==> config.mk <==
export PLATFORM = sky130hd
export DESIGN_NAME = bounded_ordered_list_engine_flat
export DESIGN_NICKNAME = d
export VERILOG_FILES = /design/src/rtl/core/bole_pkg.sv /design/src/rtl/core/bole_cmd_if.sv /design/src/rtl/core/bole_res_if.sv /design/src/rtl/core/bole_cell.sv /design/src/rtl/core/bole_ctrl.sv /design/src/rtl/core/bounded_ordered_list_engine.sv /design/src/flat_wrapper.sv
export SDC_FILE = /design/constraint.sdc
export NUM_CORES = 2
export LEC_CHECK = 0
export BUFFER_PORTS_ARGS = -buffer_cell sky130_fd_sc_hd__buf_2
export CAP_MARGIN = 0
export CORE_MARGIN = 5
export CORE_UTILIZATION = 50
export DETAILED_ROUTE_END_ITERATION = 8
export PLACE_DENSITY = 0.66
export SETUP_SLACK_MARGIN = 0.15
export SYNTH_ARGS = -nofsm -noshare
export SYNTH_HDL_FRONTEND = slang
export SYNTH_SLANG_ARGS = --single-unit
==> constraint.sdc <==
create_clock -name clk_i -period 16.9 [get_ports clk_i]
set_input_delay 0.845 -clock clk_i [delete_from_list [all_inputs] [get_ports clk_i]]
set_output_delay 0.845 -clock clk_i [all_outputs]
set_load 0.005 [all_outputs]
==> src/rtl/core/bole_pkg.sv <==
// Shared types, codes and sizes for the bounded ordered list engine.
package bole_pkg;

  localparam int unsigned MaxEntries = 16;
  localparam int unsigned IdxW       = $clog2(MaxEntries);
  localparam int unsigned CntW       = $clog2(MaxEntries + 1);
  localparam int unsigned CmdW       = 4;
  localparam int unsigned PosW       = 5;
  localparam int unsigned WordW      = 32;
  localparam int unsigned StatW      = 2;
  localparam int unsigned FidxW      = 4;
  localparam int unsigned EcntW      = 5;
  localparam int unsigned CmpW       = (CntW > PosW) ? CntW : PosW;

  typedef logic [WordW-1:0] word_t;
  typedef logic [IdxW-1:0]  idx_t;
  typedef logic [CntW-1:0]  cnt_t;

  typedef enum logic [CmdW-1:0] {
    CmdPushFront   = 4'd0,
    CmdPushBack    = 4'd1,
    CmdInsertAt    = 4'd2,
    CmdRemoveFront = 4'd3,
    CmdRemoveBack  = 4'd4,
    CmdRemoveAt    = 4'd5,
    CmdGetFront    = 4'd6,
    CmdGetBack     = 4'd7,
    CmdGetAt       = 4'd8,
    CmdFind        = 4'd9,
    CmdClear       = 4'd10
  } cmd_e;

  typedef enum logic [StatW-1:0] {
    StOk    = 2'd0,
    StFull  = 2'd1,
    StEmpty = 2'd2,
    StRange = 2'd3
  } status_e;

  // Shift control broadcast to every cell.
  typedef struct packed {
    logic  ins;
    logic  rem;
    idx_t  at;
    word_t val;
  } shift_ctl_t;

  // Decode result handed from the controller to the top level.
  typedef struct packed {
    status_e status;
    logic    rd_en;
    idx_t    rd_at;
    logic    find_en;
    cnt_t    cnt_d;
  } op_info_t;

endpackage

==> src/rtl/core/bole_cmd_if.sv <==
// Command channel: valid/ready handshake with the command payload.
interface bole_cmd_if import bole_pkg::*; ();

  logic                     valid;
  logic                     ready;
  logic [CmdW-1:0]          command;
  logic [PosW-1:0]          position;
  logic signed [WordW-1:0]  item_value;

  modport source (output valid, command, position, item_value, input ready);
  modport sink   (input valid, command, position, item_value, output ready);

endinterface

==> src/rtl/core/bole_res_if.sv <==
// Result channel: valid/ready handshake with the result payload.
interface bole_res_if import bole_pkg::*; ();

  logic                     valid;
  logic                     ready;
  logic [StatW-1:0]         status;
  logic signed [WordW-1:0]  read_value;
  logic                     found;
  logic [FidxW-1:0]         found_index;
  logic [EcntW-1:0]         entry_count;
  logic                     is_empty;

  modport source (output valid, status, read_value, found, found_index, entry_count,
                  is_empty, input ready);
  modport sink   (input valid, status, read_value, found, found_index, entry_count,
                  is_empty, output ready);

endinterface

==> src/rtl/core/bole_cell.sv <==
// One list cell: holds one entry, shifts with its neighbors, compares against the key.
module bole_cell import bole_pkg::*; (
  input  logic       clk_i,
  input  idx_t       idx_i,
  input  shift_ctl_t ctl_i,
  input  word_t      left_i,
  input  word_t      right_i,
  input  cnt_t       cnt_i,
  output word_t      data_o,
  output logic       match_o
);

  word_t data_q, data_d;

  always_comb begin
    data_d = data_q;
    if (ctl_i.ins) begin
      if (idx_i == ctl_i.at) begin
        data_d = ctl_i.val;
      end else if (idx_i > ctl_i.at) begin
        data_d = left_i;
      end
    end else if (ctl_i.rem) begin
      if (idx_i >= ctl_i.at) begin
        data_d = right_i;
      end
    end
  end

  always_ff @(posedge clk_i) begin
    data_q <= data_d;
  end

  assign data_o  = data_q;
  // only cells below the count hold live entries
  assign match_o = (data_q == ctl_i.val) && (CntW'(idx_i) < cnt_i);

endmodule

==> src/rtl/core/bole_ctrl.sv <==
// Command decode, status checks and the entry count register.
module bole_ctrl import bole_pkg::*; (
  input  logic            clk_i,
  input  logic            rst_ni,
  input  logic            accept_i,
  input  logic [CmdW-1:0] command_i,
  input  logic [PosW-1:0] position_i,
  input  word_t           value_i,
  output cnt_t            cnt_o,
  output shift_ctl_t      ctl_o,
  output op_info_t        info_o
);

  cnt_t             cnt_q;
  cmd_e             cmd;
  logic [CmpW-1:0]  pos_x, cnt_x;
  logic             full, empty;
  idx_t             at_pos, at_last, at_end;
  logic             ins, rem;
  idx_t             at;

  assign cmd     = cmd_e'(command_i);
  assign pos_x   = CmpW'(position_i);
  assign cnt_x   = CmpW'(cnt_q);
  assign full    = (cnt_q >= CntW'(MaxEntries));
  assign empty   = (cnt_q == '0);
  assign at_pos  = idx_t'(position_i);
  assign at_last = idx_t'(cnt_q - CntW'(1));
  assign at_end  = idx_t'(cnt_q);

  always_comb begin
    info_o        = '0;
    info_o.status = StOk;
    info_o.cnt_d  = cnt_q;
    ins           = 1'b0;
    rem           = 1'b0;
    at            = '0;
    case (cmd)
      CmdPushFront, CmdPushBack: begin
        if (full) begin
          info_o.status = StFull;
        end else begin
          ins          = 1'b1;
          at           = (cmd == CmdPushFront) ? '0 : at_end;
          info_o.cnt_d = cnt_q + CntW'(1);
        end
      end
      CmdInsertAt: begin
        if (pos_x > cnt_x) begin
          info_o.status = StRange;
        end else if (full) begin
          info_o.status = StFull;
        end else begin
          ins          = 1'b1;
          at           = at_pos;
          info_o.cnt_d = cnt_q + CntW'(1);
        end
      end
      CmdRemoveFront, CmdRemoveBack, CmdRemoveAt: begin
        if (empty) begin
          info_o.status = StEmpty;
        end else if (cmd == CmdRemoveAt && pos_x >= cnt_x) begin
          info_o.status = StRange;
        end else begin
          rem          = 1'b1;
          at           = (cmd == CmdRemoveFront) ? '0 :
                         (cmd == CmdRemoveBack)  ? at_last : at_pos;
          info_o.cnt_d = cnt_q - CntW'(1);
        end
      end
      CmdGetFront, CmdGetBack, CmdGetAt: begin
        if (empty) begin
          info_o.status = StEmpty;
        end else if (cmd == CmdGetAt && pos_x >= cnt_x) begin
          info_o.status = StRange;
        end else begin
          info_o.rd_en = 1'b1;
          info_o.rd_at = (cmd == CmdGetFront) ? '0 :
                         (cmd == CmdGetBack)  ? at_last : at_pos;
        end
      end
      CmdFind: begin
        info_o.find_en = 1'b1;
      end
      CmdClear: begin
        info_o.cnt_d = '0;
      end
      default: begin
      end
    endcase
  end

  // shift only on an accepted transaction
  assign ctl_o.ins = ins & accept_i;
  assign ctl_o.rem = rem & accept_i;
  assign ctl_o.at  = at;
  assign ctl_o.val = value_i;

  always_ff @(posedge clk_i or negedge rst_ni) begin
    if (!rst_ni) begin
      cnt_q <= '0;
    end else if (accept_i) begin
      cnt_q <= info_o.cnt_d;
    end
  end

  assign cnt_o = cnt_q;

endmodule

==> src/rtl/core/bounded_ordered_list_engine.sv <==
// Bounded ordered list engine: a row of shifting cells with indexed insert, remove, read, find.
// The result of a command is registered and appears in the cycle after its transaction is accepted.
// Throughput: one command per cycle unless results stall; every shift finishes in a single step
// of the cell row, and find is a parallel compare in the cells followed by a priority encoder.
// A command is taken while the result register is empty or is being drained.
// Reset clears the entry count and the result valid; cell contents stay unreset.
module bounded_ordered_list_engine import bole_pkg::*; (
  input  logic        clk_i,
  input  logic        rst_ni,
  bole_cmd_if.sink    cmd_i,
  bole_res_if.source  res_o
);

  logic       accept;
  logic       out_vld_q;
  cnt_t       cnt;
  shift_ctl_t ctl;
  op_info_t   info;

  word_t                  cell_data [MaxEntries];
  logic [MaxEntries-1:0]  match;

  logic       hit;
  idx_t       hit_idx;
  word_t      rd_word;

  logic [StatW-1:0] status_q;
  word_t            read_q;
  logic             found_q;
  logic [FidxW-1:0] fidx_q;
  logic [EcntW-1:0] ecnt_q;
  logic             empty_q;

  assign cmd_i.ready = !out_vld_q || res_o.ready;
  assign accept      = cmd_i.valid && cmd_i.ready;

  bole_ctrl u_ctrl (
    .clk_i      (clk_i),
    .rst_ni     (rst_ni),
    .accept_i   (accept),
    .command_i  (cmd_i.command),
    .position_i (cmd_i.position),
    .value_i    (word_t'(cmd_i.item_value)),
    .cnt_o      (cnt),
    .ctl_o      (ctl),
    .info_o     (info)
  );

  for (genvar g = 0; g < MaxEntries; g++) begin : g_cell
    word_t left_w, right_w;
    if (g == 0) begin : g_first
      assign left_w = '0;
    end else begin : g_mid_l
      assign left_w = cell_data[g-1];
    end
    if (g == MaxEntries - 1) begin : g_last
      assign right_w = '0;
    end else begin : g_mid_r
      assign right_w = cell_data[g+1];
    end
    bole_cell u_cell (
      .clk_i   (clk_i),
      .idx_i   (idx_t'(g)),
      .ctl_i   (ctl),
      .left_i  (left_w),
      .right_i (right_w),
      .cnt_i   (cnt),
      .data_o  (cell_data[g]),
      .match_o (match[g])
    );
  end

  // lowest matching position wins
  always_comb begin
    hit     = 1'b0;
    hit_idx = '0;
    for (int k = MaxEntries - 1; k >= 0; k--) begin
      if (match[k]) begin
        hit     = 1'b1;
        hit_idx = idx_t'(k);
      end
    end
  end

  assign rd_word = cell_data[info.rd_at];

  always_ff @(posedge clk_i or negedge rst_ni) begin
    if (!rst_ni) begin
      out_vld_q <= 1'b0;
    end else if (accept) begin
      out_vld_q <= 1'b1;
    end else if (res_o.ready) begin
      out_vld_q <= 1'b0;
    end
  end

  always_ff @(posedge clk_i) begin
    if (accept) begin
      status_q <= info.status;
      read_q   <= info.rd_en ? rd_word : '0;
      found_q  <= info.find_en && hit;
      fidx_q   <= (info.find_en && hit) ? FidxW'(hit_idx) : '0;
      ecnt_q   <= EcntW'(info.cnt_d);
      empty_q  <= (info.cnt_d == '0);
    end
  end

  assign res_o.valid       = out_vld_q;
  assign res_o.status      = status_q;
  assign res_o.read_value  = read_q;
  assign res_o.found       = found_q;
  assign res_o.found_index = fidx_q;
  assign res_o.entry_count = ecnt_q;
  assign res_o.is_empty    = empty_q;

  a_cnt_bound: assert property (@(posedge clk_i) disable iff (!rst_ni)
    cnt <= CntW'(MaxEntries))
    else $error("entry count above capacity");

  a_hold_when_stalled: assert property (@(posedge clk_i) disable iff (!rst_ni)
    (out_vld_q && !res_o.ready) |-> !cmd_i.ready)
    else $error("command taken while result stalled");

  a_clear_empties: assert property (@(posedge clk_i) disable iff (!rst_ni)
    (accept && cmd_e'(cmd_i.command) == CmdClear) |=>
      (res_o.valid && res_o.entry_count == '0 && res_o.is_empty))
    else $error("clear left entries");

  a_full_refused: assert property (@(posedge clk_i) disable iff (!rst_ni)
    (accept && cnt == CntW'(MaxEntries) &&
     (cmd_e'(cmd_i.command) == CmdPushFront || cmd_e'(cmd_i.command) == CmdPushBack))
      |=> (res_o.status == StFull && $stable(cnt)))
    else $error("push into full list not refused");

endmodule

==> src/flat_wrapper.sv <==
// flat-port wrapper written by rule: the top's interface ports become plain ports
module bounded_ordered_list_engine_flat import bole_pkg::*;
  (clk_i, rst_ni, cmd_i_valid, cmd_i_command, cmd_i_position, cmd_i_item_value, cmd_i_ready, res_o_valid, res_o_status, res_o_read_value, res_o_found, res_o_found_index, res_o_entry_count, res_o_is_empty, res_o_ready);
  bole_cmd_if cmd_i_i ();
  bole_res_if res_o_i ();
  input  logic clk_i;
  input  logic rst_ni;
  input wire logic [$bits(cmd_i_i.valid)-1:0] cmd_i_valid;
  input wire logic [$bits(cmd_i_i.command)-1:0] cmd_i_command;
  input wire logic [$bits(cmd_i_i.position)-1:0] cmd_i_position;
  input wire logic [$bits(cmd_i_i.item_value)-1:0] cmd_i_item_value;
  output wire logic [$bits(cmd_i_i.ready)-1:0] cmd_i_ready;
  output wire logic [$bits(res_o_i.valid)-1:0] res_o_valid;
  output wire logic [$bits(res_o_i.status)-1:0] res_o_status;
  output wire logic [$bits(res_o_i.read_value)-1:0] res_o_read_value;
  output wire logic [$bits(res_o_i.found)-1:0] res_o_found;
  output wire logic [$bits(res_o_i.found_index)-1:0] res_o_found_index;
  output wire logic [$bits(res_o_i.entry_count)-1:0] res_o_entry_count;
  output wire logic [$bits(res_o_i.is_empty)-1:0] res_o_is_empty;
  input wire logic [$bits(res_o_i.ready)-1:0] res_o_ready;
  assign cmd_i_i.valid = cmd_i_valid;
  assign cmd_i_i.command = cmd_i_command;
  assign cmd_i_i.position = cmd_i_position;
  assign cmd_i_i.item_value = cmd_i_item_value;
  assign cmd_i_ready = cmd_i_i.ready;
  assign res_o_valid = res_o_i.valid;
  assign res_o_status = res_o_i.status;
  assign res_o_read_value = res_o_i.read_value;
  assign res_o_found = res_o_i.found;
  assign res_o_found_index = res_o_i.found_index;
  assign res_o_entry_count = res_o_i.entry_count;
  assign res_o_is_empty = res_o_i.is_empty;
  assign res_o_i.ready = res_o_ready;
  bounded_ordered_list_engine u_core (.clk_i(clk_i), .rst_ni(rst_ni), .cmd_i(cmd_i_i), .res_o(res_o_i));
endmodule
**Yosys cells after proc, flatten, opt, wreduce, memory -nomap -nowiden**

Cells that the tools add are included.

- Register bits: 563
- Latch bits: 0
- Memory bits (writable): 0
- Memory bits (read-only): 0
- Input port bits: 45
- Output and inout port bits: 47
- Memories: 0

- Add/subtract/negate cells: 2
- Multiply operators: 0
- Divide/modulo/power cells: 0
- Order comparisons: 52
- Eq/ne operators: 57
- Shifts and indexed selects: 0
- Mux-type cells: 149
- Bitwise logic cells: 4
- Reductions and logical operators: 67

Operators with widths:

| operator | number |
|---|---|
| 2-to-1 mux 32 bit | 82 |
| equality test 32 bit | 16 |
| binary-select mux 32 bit (select 4 bit) | 1 |
| 2-to-1 mux 4 bit | 18 |
| != test 3 bit, second input constant | 16 |
| AND reduction 3 bit | 16 |
| less-than comparator 4 x 5 -> 1 bit, first input constant | 8 |
| nonzero test 2 bit | 18 |
| 2-to-1 mux 5 bit | 7 |
| equality test 4 bit, first input constant | 8 |
| greater-or-equal comparator 4 bit, first input constant | 8 |
| > comparator 4 bit, first input constant | 8 |
| 2-to-1 mux 1 bit | 26 |
| logical AND 1 bit | 20 |
| less-than comparator 3 x 5 -> 1 bit, first input constant | 4 |
| one-hot mux 5 bit (4 select lines) | 1 |
| equality test 3 x 4 -> 1 bit, first input constant | 4 |
| equality test 4 x 3 -> 1 bit, second input constant | 4 |
| greater-or-equal comparator 3 x 4 -> 1 bit, first input constant | 4 |
| > comparator 3 x 4 -> 1 bit, first input constant | 4 |
| 2-to-1 mux 2 bit | 7 |
| equality test 4 bit, second input constant | 3 |
| 2-to-1 mux 3 bit | 4 |
| one-hot mux 4 bit (3 select lines) | 1 |
| other kinds (28) | 43 |

**Longest topological paths before layout**

- Word-level depth: 21
- Mapped depth: 15

**Cells and area by module**

Synthesis repeated with hierarchy kept, for this count alone.

- Cells, all modules: 3881
- Area total of the unflattened synthesis: 41568.6 um^2

Modules (own cells, without submodules):

| module | times used | cells each | area each (um^2) | sequential area each (um^2) |
|---|---|---|---|---|
| bole_cell at u_core.g_cell[15].u_cell ... | 10 | 208 | 2179.6 | 960.9 |
| bole_cell at u_core.g_cell[0].u_cell ... | 6 | 208 | 2158.3 | 960.9 |
| bounded_ordered_list_engine | 1 | 364 | 5405.2 | 1376.3 |
| bole_ctrl | 1 | 189 | 1417.6 | 125.1 |

**Least setup slack after synthesis**

OpenSTA, ideal clock, no wires.

- Path kind: in2reg
- Start point: input port res_o_ready
- End point: register u_core.g_cell[6].u_cell.data_q[0], enable pin
- Setup time: 432 ps
- Arrival: 5773 ps
- Data required time: 16468 ps
- Slack: 10695 ps
- Cell stages on the path: 8
- Path buffers: 1
- Cell sequence: nand2b_1 nand2_1 inv_1 clkbuf_1 nand2_1 inv_1 nand2_1 a21oi_1

- Word-level cells in the longest chain between the ends: 5
- Elaborated cells on any way between the ends: 8
- Classes of those cells: eq/ne (1); bitwise (2); reduce/logical (5)

Ends and longest elaborated chain:

| element | line | source |
|---|---|---|
| start, declared | flat_wrapper.sv:20 | `input wire logic [$bits(res_o_i.ready)-1:0] res_o_ready;` |
| logical OR 1 bit * | bounded_ordered_list_engine.sv:34 | `assign cmd_i.ready = !out_vld_q \|\| res_o.ready;` |
| logical AND 1 bit * | bounded_ordered_list_engine.sv:35 | `assign accept = cmd_i.valid && cmd_i.ready;` |
| via u_core.accept | bounded_ordered_list_engine.sv:14 | `logic accept;` |
| AND 1 bit, on equally long branches | bole_ctrl.sv:94, bole_ctrl.sv:95 |  |
| != test 3 bit (no source line) or nonzero test 2 bit (tied branches) | - |  |
| AND reduction 3 bit (no source line) * | - |  |
| end signal, assigned | bole_cell.sv:31 | `data_q <= data_d;` |
| end, declared | bole_cell.sv:13 | `word_t data_q, data_d;` |

Mark *: on every way through the listed nets, which the timed path passes. The rest lies on a longest branch.
A chain may end at the register's enable or synchronous reset.

**Final worst setup path**

- Start point: register u_core.u_ctrl.cnt_q[4] (netlist: u_core.u_ctrl.cnt_o[4])
- End point: register u_core.g_cell[2].u_cell.data_q[9], data pin

- Word-level cells in the longest chain between the ends: 8
- Elaborated cells on any way between the ends: 18
- Classes of those cells: order compare (3); eq/ne (1); mux (11); bitwise (1); reduce/logical (2)

Ends and longest elaborated chain:

| element | line | source |
|---|---|---|
| start, declared | bole_ctrl.sv:14 | `cnt_t cnt_q;` |
| start signal, assigned | bole_ctrl.sv:103 | `cnt_q <= info_o.cnt_d;` |
| greater-or-equal comparator 5 bit | bole_ctrl.sv:62 | `end else if (cmd == CmdRemoveAt && pos_x >= cnt_x) begin` |
| logical AND 1 bit | bole_ctrl.sv:62 |  |
| 2-to-1 mux 4 bit | bole_ctrl.sv:62 |  |
| 2-to-1 mux 4 bit | bole_ctrl.sv:60 | `if (empty) begin` |
| one-hot mux 4 bit (3 select lines) | bole_ctrl.sv:38 | `case (cmd)` |
| equality test 2 x 4 -> 1 bit | bole_cell.sv:18 | `if (idx_i == ctl_i.at) begin` |
| 2-to-1 mux 32 bit | bole_cell.sv:18 |  |
| 2-to-1 mux 32 bit * | bole_cell.sv:17 | `if (ctl_i.ins) begin` |
| via u_core.g_cell[2].u_cell.data_d[9] | bole_cell.sv:13 |  |
| end signal, assigned | bole_cell.sv:31 |  |
| end, declared | bole_cell.sv:13 |  |

Marks and branches as above.

==> results.py <==
metrics = {
    "clock_tree": {
        "cts-root-buf": "clkbuf_16",
        "clk_pin_slew_ns": 0.06,
        "post-cts-setup-buffers": 0,
        "cts.path.max_buffers": 3,
        "ctsHtreeMaxLevel": 3,
        "hold_buffers": 0,
        "numCtsBuffers": 68,
        "ctsResizeCount": 0,
        "cts_num_sinks": 563,
        "clock_latency_ns": 0.62,
        "cts_tree": "done",
    },
    "worst_setup_path": {
        "crit_type": "reg -> reg",
        "cp.arrival_ns": 5.70,
        "end_kind": "flip-flop",
        "startpoint_type": "flip-flop",
        "r2r.worst_path.cells": 12,
        "crit_fanout": 109,
        "required_ns": 17.22,
    },
    "run": {
        "drv_cap": 0,
    },
    "die": {
        "num_rows": 102,
        "die_h_um": 289.7,
        "start_util_pct": 50.48,
        "die_area_um2": 83900,
        "io_pins": 92,
        "core_area_um2": 77470,
        "die_w_um": 289.7,
    },
    "synth": {
        "ys.flop_type": "edfxtp_1",
        "synthTopCellsByArea": "edfxtp_1, mux2i_1, nand2_1",
        "yosysMostFrequentCell": "nand2_1",
        "synth.cell_area_um2": 39100,
        "synth_edf_count": 557,
        "postSynth.asyncResetShare_pct": 1.066,
        "synth_commonest_cells": "nand2_1, edfxtp_1, mux2i_1",
        "yosysWarningCount": 0,
        "ys_ff_latch": 563,
        "synth.top_cell.area_share_pct": 42.77,
        "yosysSeqAreaShare_pct": 43.16,
        "syn-num-nets": 4375,
        "avgSynthCellArea_um2": 9.047,
        "netlist_instances": 4322,
        "synth_cell_types": 63,
        "synth.largest_area_cell": "edfxtp_1",
    },
    "cells_and_area": {
        "layout-drive-gt1-share_pct": 7.858,
        "syn_to_final_growth_pct": 7.740,
        "layout.nets": 4212,
        "final_cells": 5254,
        "final_area_um2": 42130,
    },
    "routing": {
        "drtPass1Iterations": 8,
        "drtIter0Drc": 6209,
        "dr_total_vias": 33920,
        "ant_nets": 0,
        "remaining_drc_errors": 0,
        "routedWlPerCell_um": 29.58,
        "viasPerCell": 6.456,
        "wirelength_mm": 155.4,
    },
    "hold_path": {
        "worstHoldPathType": "in -> async",
    },
    "global_route": {
        "antenna_found_initial": 2,
        "grt_usage_pct": 35.80,
        "grt_pass1_vias": 30330,
        "grt_remaining_overflow": 0,
        "grt_max_degree": 252,
        "grt_pass1_wl_mm": 219.7,
    },
    "place": {
        "gp_congestion": 1.016,
        "place_hpwl_mm": 106.9,
        "placed_cells": 5129,
        "postPlaceCellArea_um2": 39870,
        "port_buffers": 91,
    },
    "timing": {
        "worst_pin_slew_ns": 1.197,
        "fin_setup_tns_ns": 0,
        "finalSetupViolCount": 0,
        "fin_crit_sh_pct": 31.87,
        "min_period_ns": 5.385,
        "rsz0062_at_grt": "false",
        "max_freq_mhz": 185.7,
        "whs_ns": 0.04516,
        "clock-skew-final_ns": 0.01810,
        "slew_viol_final": 0,
        "slew_headroom_pct": 18.13,
        "hold_viol_final": 0,
    },
    "power": {
        "ir_drop_uv": 59.24,
        "p_leak_nw": 16.29,
        "cellPowerDensity_nw_per_um2": 96.33,
        "design_power_total_w": 0.004058,
    },
    "run_status": {
        "status": "finished clean",
    },
}
==> cell usage in the layout (no fill, tap or decap), types with 10 or more instances in the layout <==
| cell | n |
|---|---|
| buf_2 | 91 |
| edfxtp_1 | 557 |
| nor2_4 | 15 |
| o21ai_1 | 190 |
| clkinv_1 | 14 |
| nor3_1 | 142 |
| nand2_2 | 14 |
| xnor2_1 | 257 |
| nor2_1 | 98 |
| nand2b_1 | 10 |
| a21oi_1 | 51 |
| nand2_1 | 932 |
| xor2_1 | 256 |
| buf_4 | 79 |
| nor4_1 | 78 |
| a22o_1 | 33 |
| mux2i_1 | 449 |
| clkbuf_1 | 15 |
| clkbuf_16 | 73 |
| nand3_1 | 280 |
| o21ai_0 | 315 |
| nand4_1 | 138 |
==> layout make-up <==
class	instances	area (um^2)
Antenna cell	2	5.005
Tap cell	1040	1301
Timing Repair Buffer	172	1089
Sequential cell	563	16880
Clock buffer	88	1883
Inverter	12	47.55
Clock inverter	35	370.4
Multi-Input combinational cell	3342	20560
Fill cell	7052	35340
==> metal layers <==
| layer | GRT usage (%) | up-vias | wire (um) |
|---|---|---|---|
| met3 | 7.969 | 440 | 19720 |
| met2 | 50.14 | 2534 | 63820 |
| li1 | - | 14950 | - |
| met5 | 0 | - | 0 |
| met4 | 22.19 | 0 | 11900 |
| met1 | 50.35 | 16000 | 59980 |
==> state kept, by name (all words and copies together) (netlist names) <==
| name | count |
|---|---|
| u_core.res_o.found | 1 |
| u_core.res_o.valid | 1 |
| u_core.g_cell.u_cell.data_o | 512 |
| u_core.res_o.entry_count | 5 |
| u_core.res_o.read_value | 32 |
| u_core.res_o.status | 2 |
| u_core.res_o.found_index | 4 |
| u_core.u_ctrl.cnt_o | 5 |
| u_core.res_o.is_empty | 1 |
==> per-stage QoR <==
stage               util (%)  setup slack, ns
floorplan                  -            10.70
global placement       51.47            11.65
detailed placement     51.47            11.63
CTS                    54.38            11.72
global route           54.38            11.08
finish                 54.38            11.51
==> critical path: stages (launching register included) <==
cell      delay (ns)
dfrtp_1         0.63
inv_2           0.27
ha_1            0.38
and3_1          0.17
o21ai_0         0.11
a21boi_2        0.32
o21ai_0         0.12
nand2_1         0.16
nor2_1          0.12
nand2_4         0.54
buf_4           0.89
buf_4           0.92
o21ai_0         0.25
==> logic make-up (layout without fill, tap and decap cells) <==
family / after synthesis / count (layout) / synth area share [%]
AO/OA/AOI/OAI: 630 / 630 / 8.758
XOR/XNOR: 513 / 513 / 11.49
adder cells (fa/ha/maj): 8 / 8 / 0.2560
buffers and inverters: 417 / 307 / 4.819
flip-flops: 563 / 563 / 43.16
multiplexers: 450 / 450 / 11.52
other: 0 / 2 / 0
AND/OR/NAND/NOR: 1741 / 1741 / 20.00
==> where the power goes <==
group          switching [W]  internal, W
Combinational       0.000553     0.000229
Clock               0.000622     0.000907
Sequential          0.000107      0.00164
Total                0.00128      0.00278
==> final timing paths <==
path	from	end	slack, ns
worst max-delay path	u_core.u_ctrl.cnt_o[4]$_DFFE_PN0P_	u_core.g_cell[2].u_cell.data_o[9]$_DFFE_PP_	11.51
worst min-delay path	rst_ni	u_core.u_ctrl.cnt_o[3]$_DFFE_PN0P_	0.05
worst max register to register	u_core.u_ctrl.cnt_o[4]$_DFFE_PN0P_	u_core.g_cell[2].u_cell.data_o[9]$_DFFE_PP_	11.51
worst min register to register	u_core.res_o.valid$_DFFE_PN0P_	u_core.res_o.valid$_DFFE_PN0P_	0.54
max in group asynchronous	rst_ni	u_core.u_ctrl.cnt_o[2]$_DFFE_PN0P_	16.71
min in group clk_i	cmd_i_valid	u_core.res_o.valid$_DFFE_PN0P_	0.43
Power figures use the tool's default switching activity.
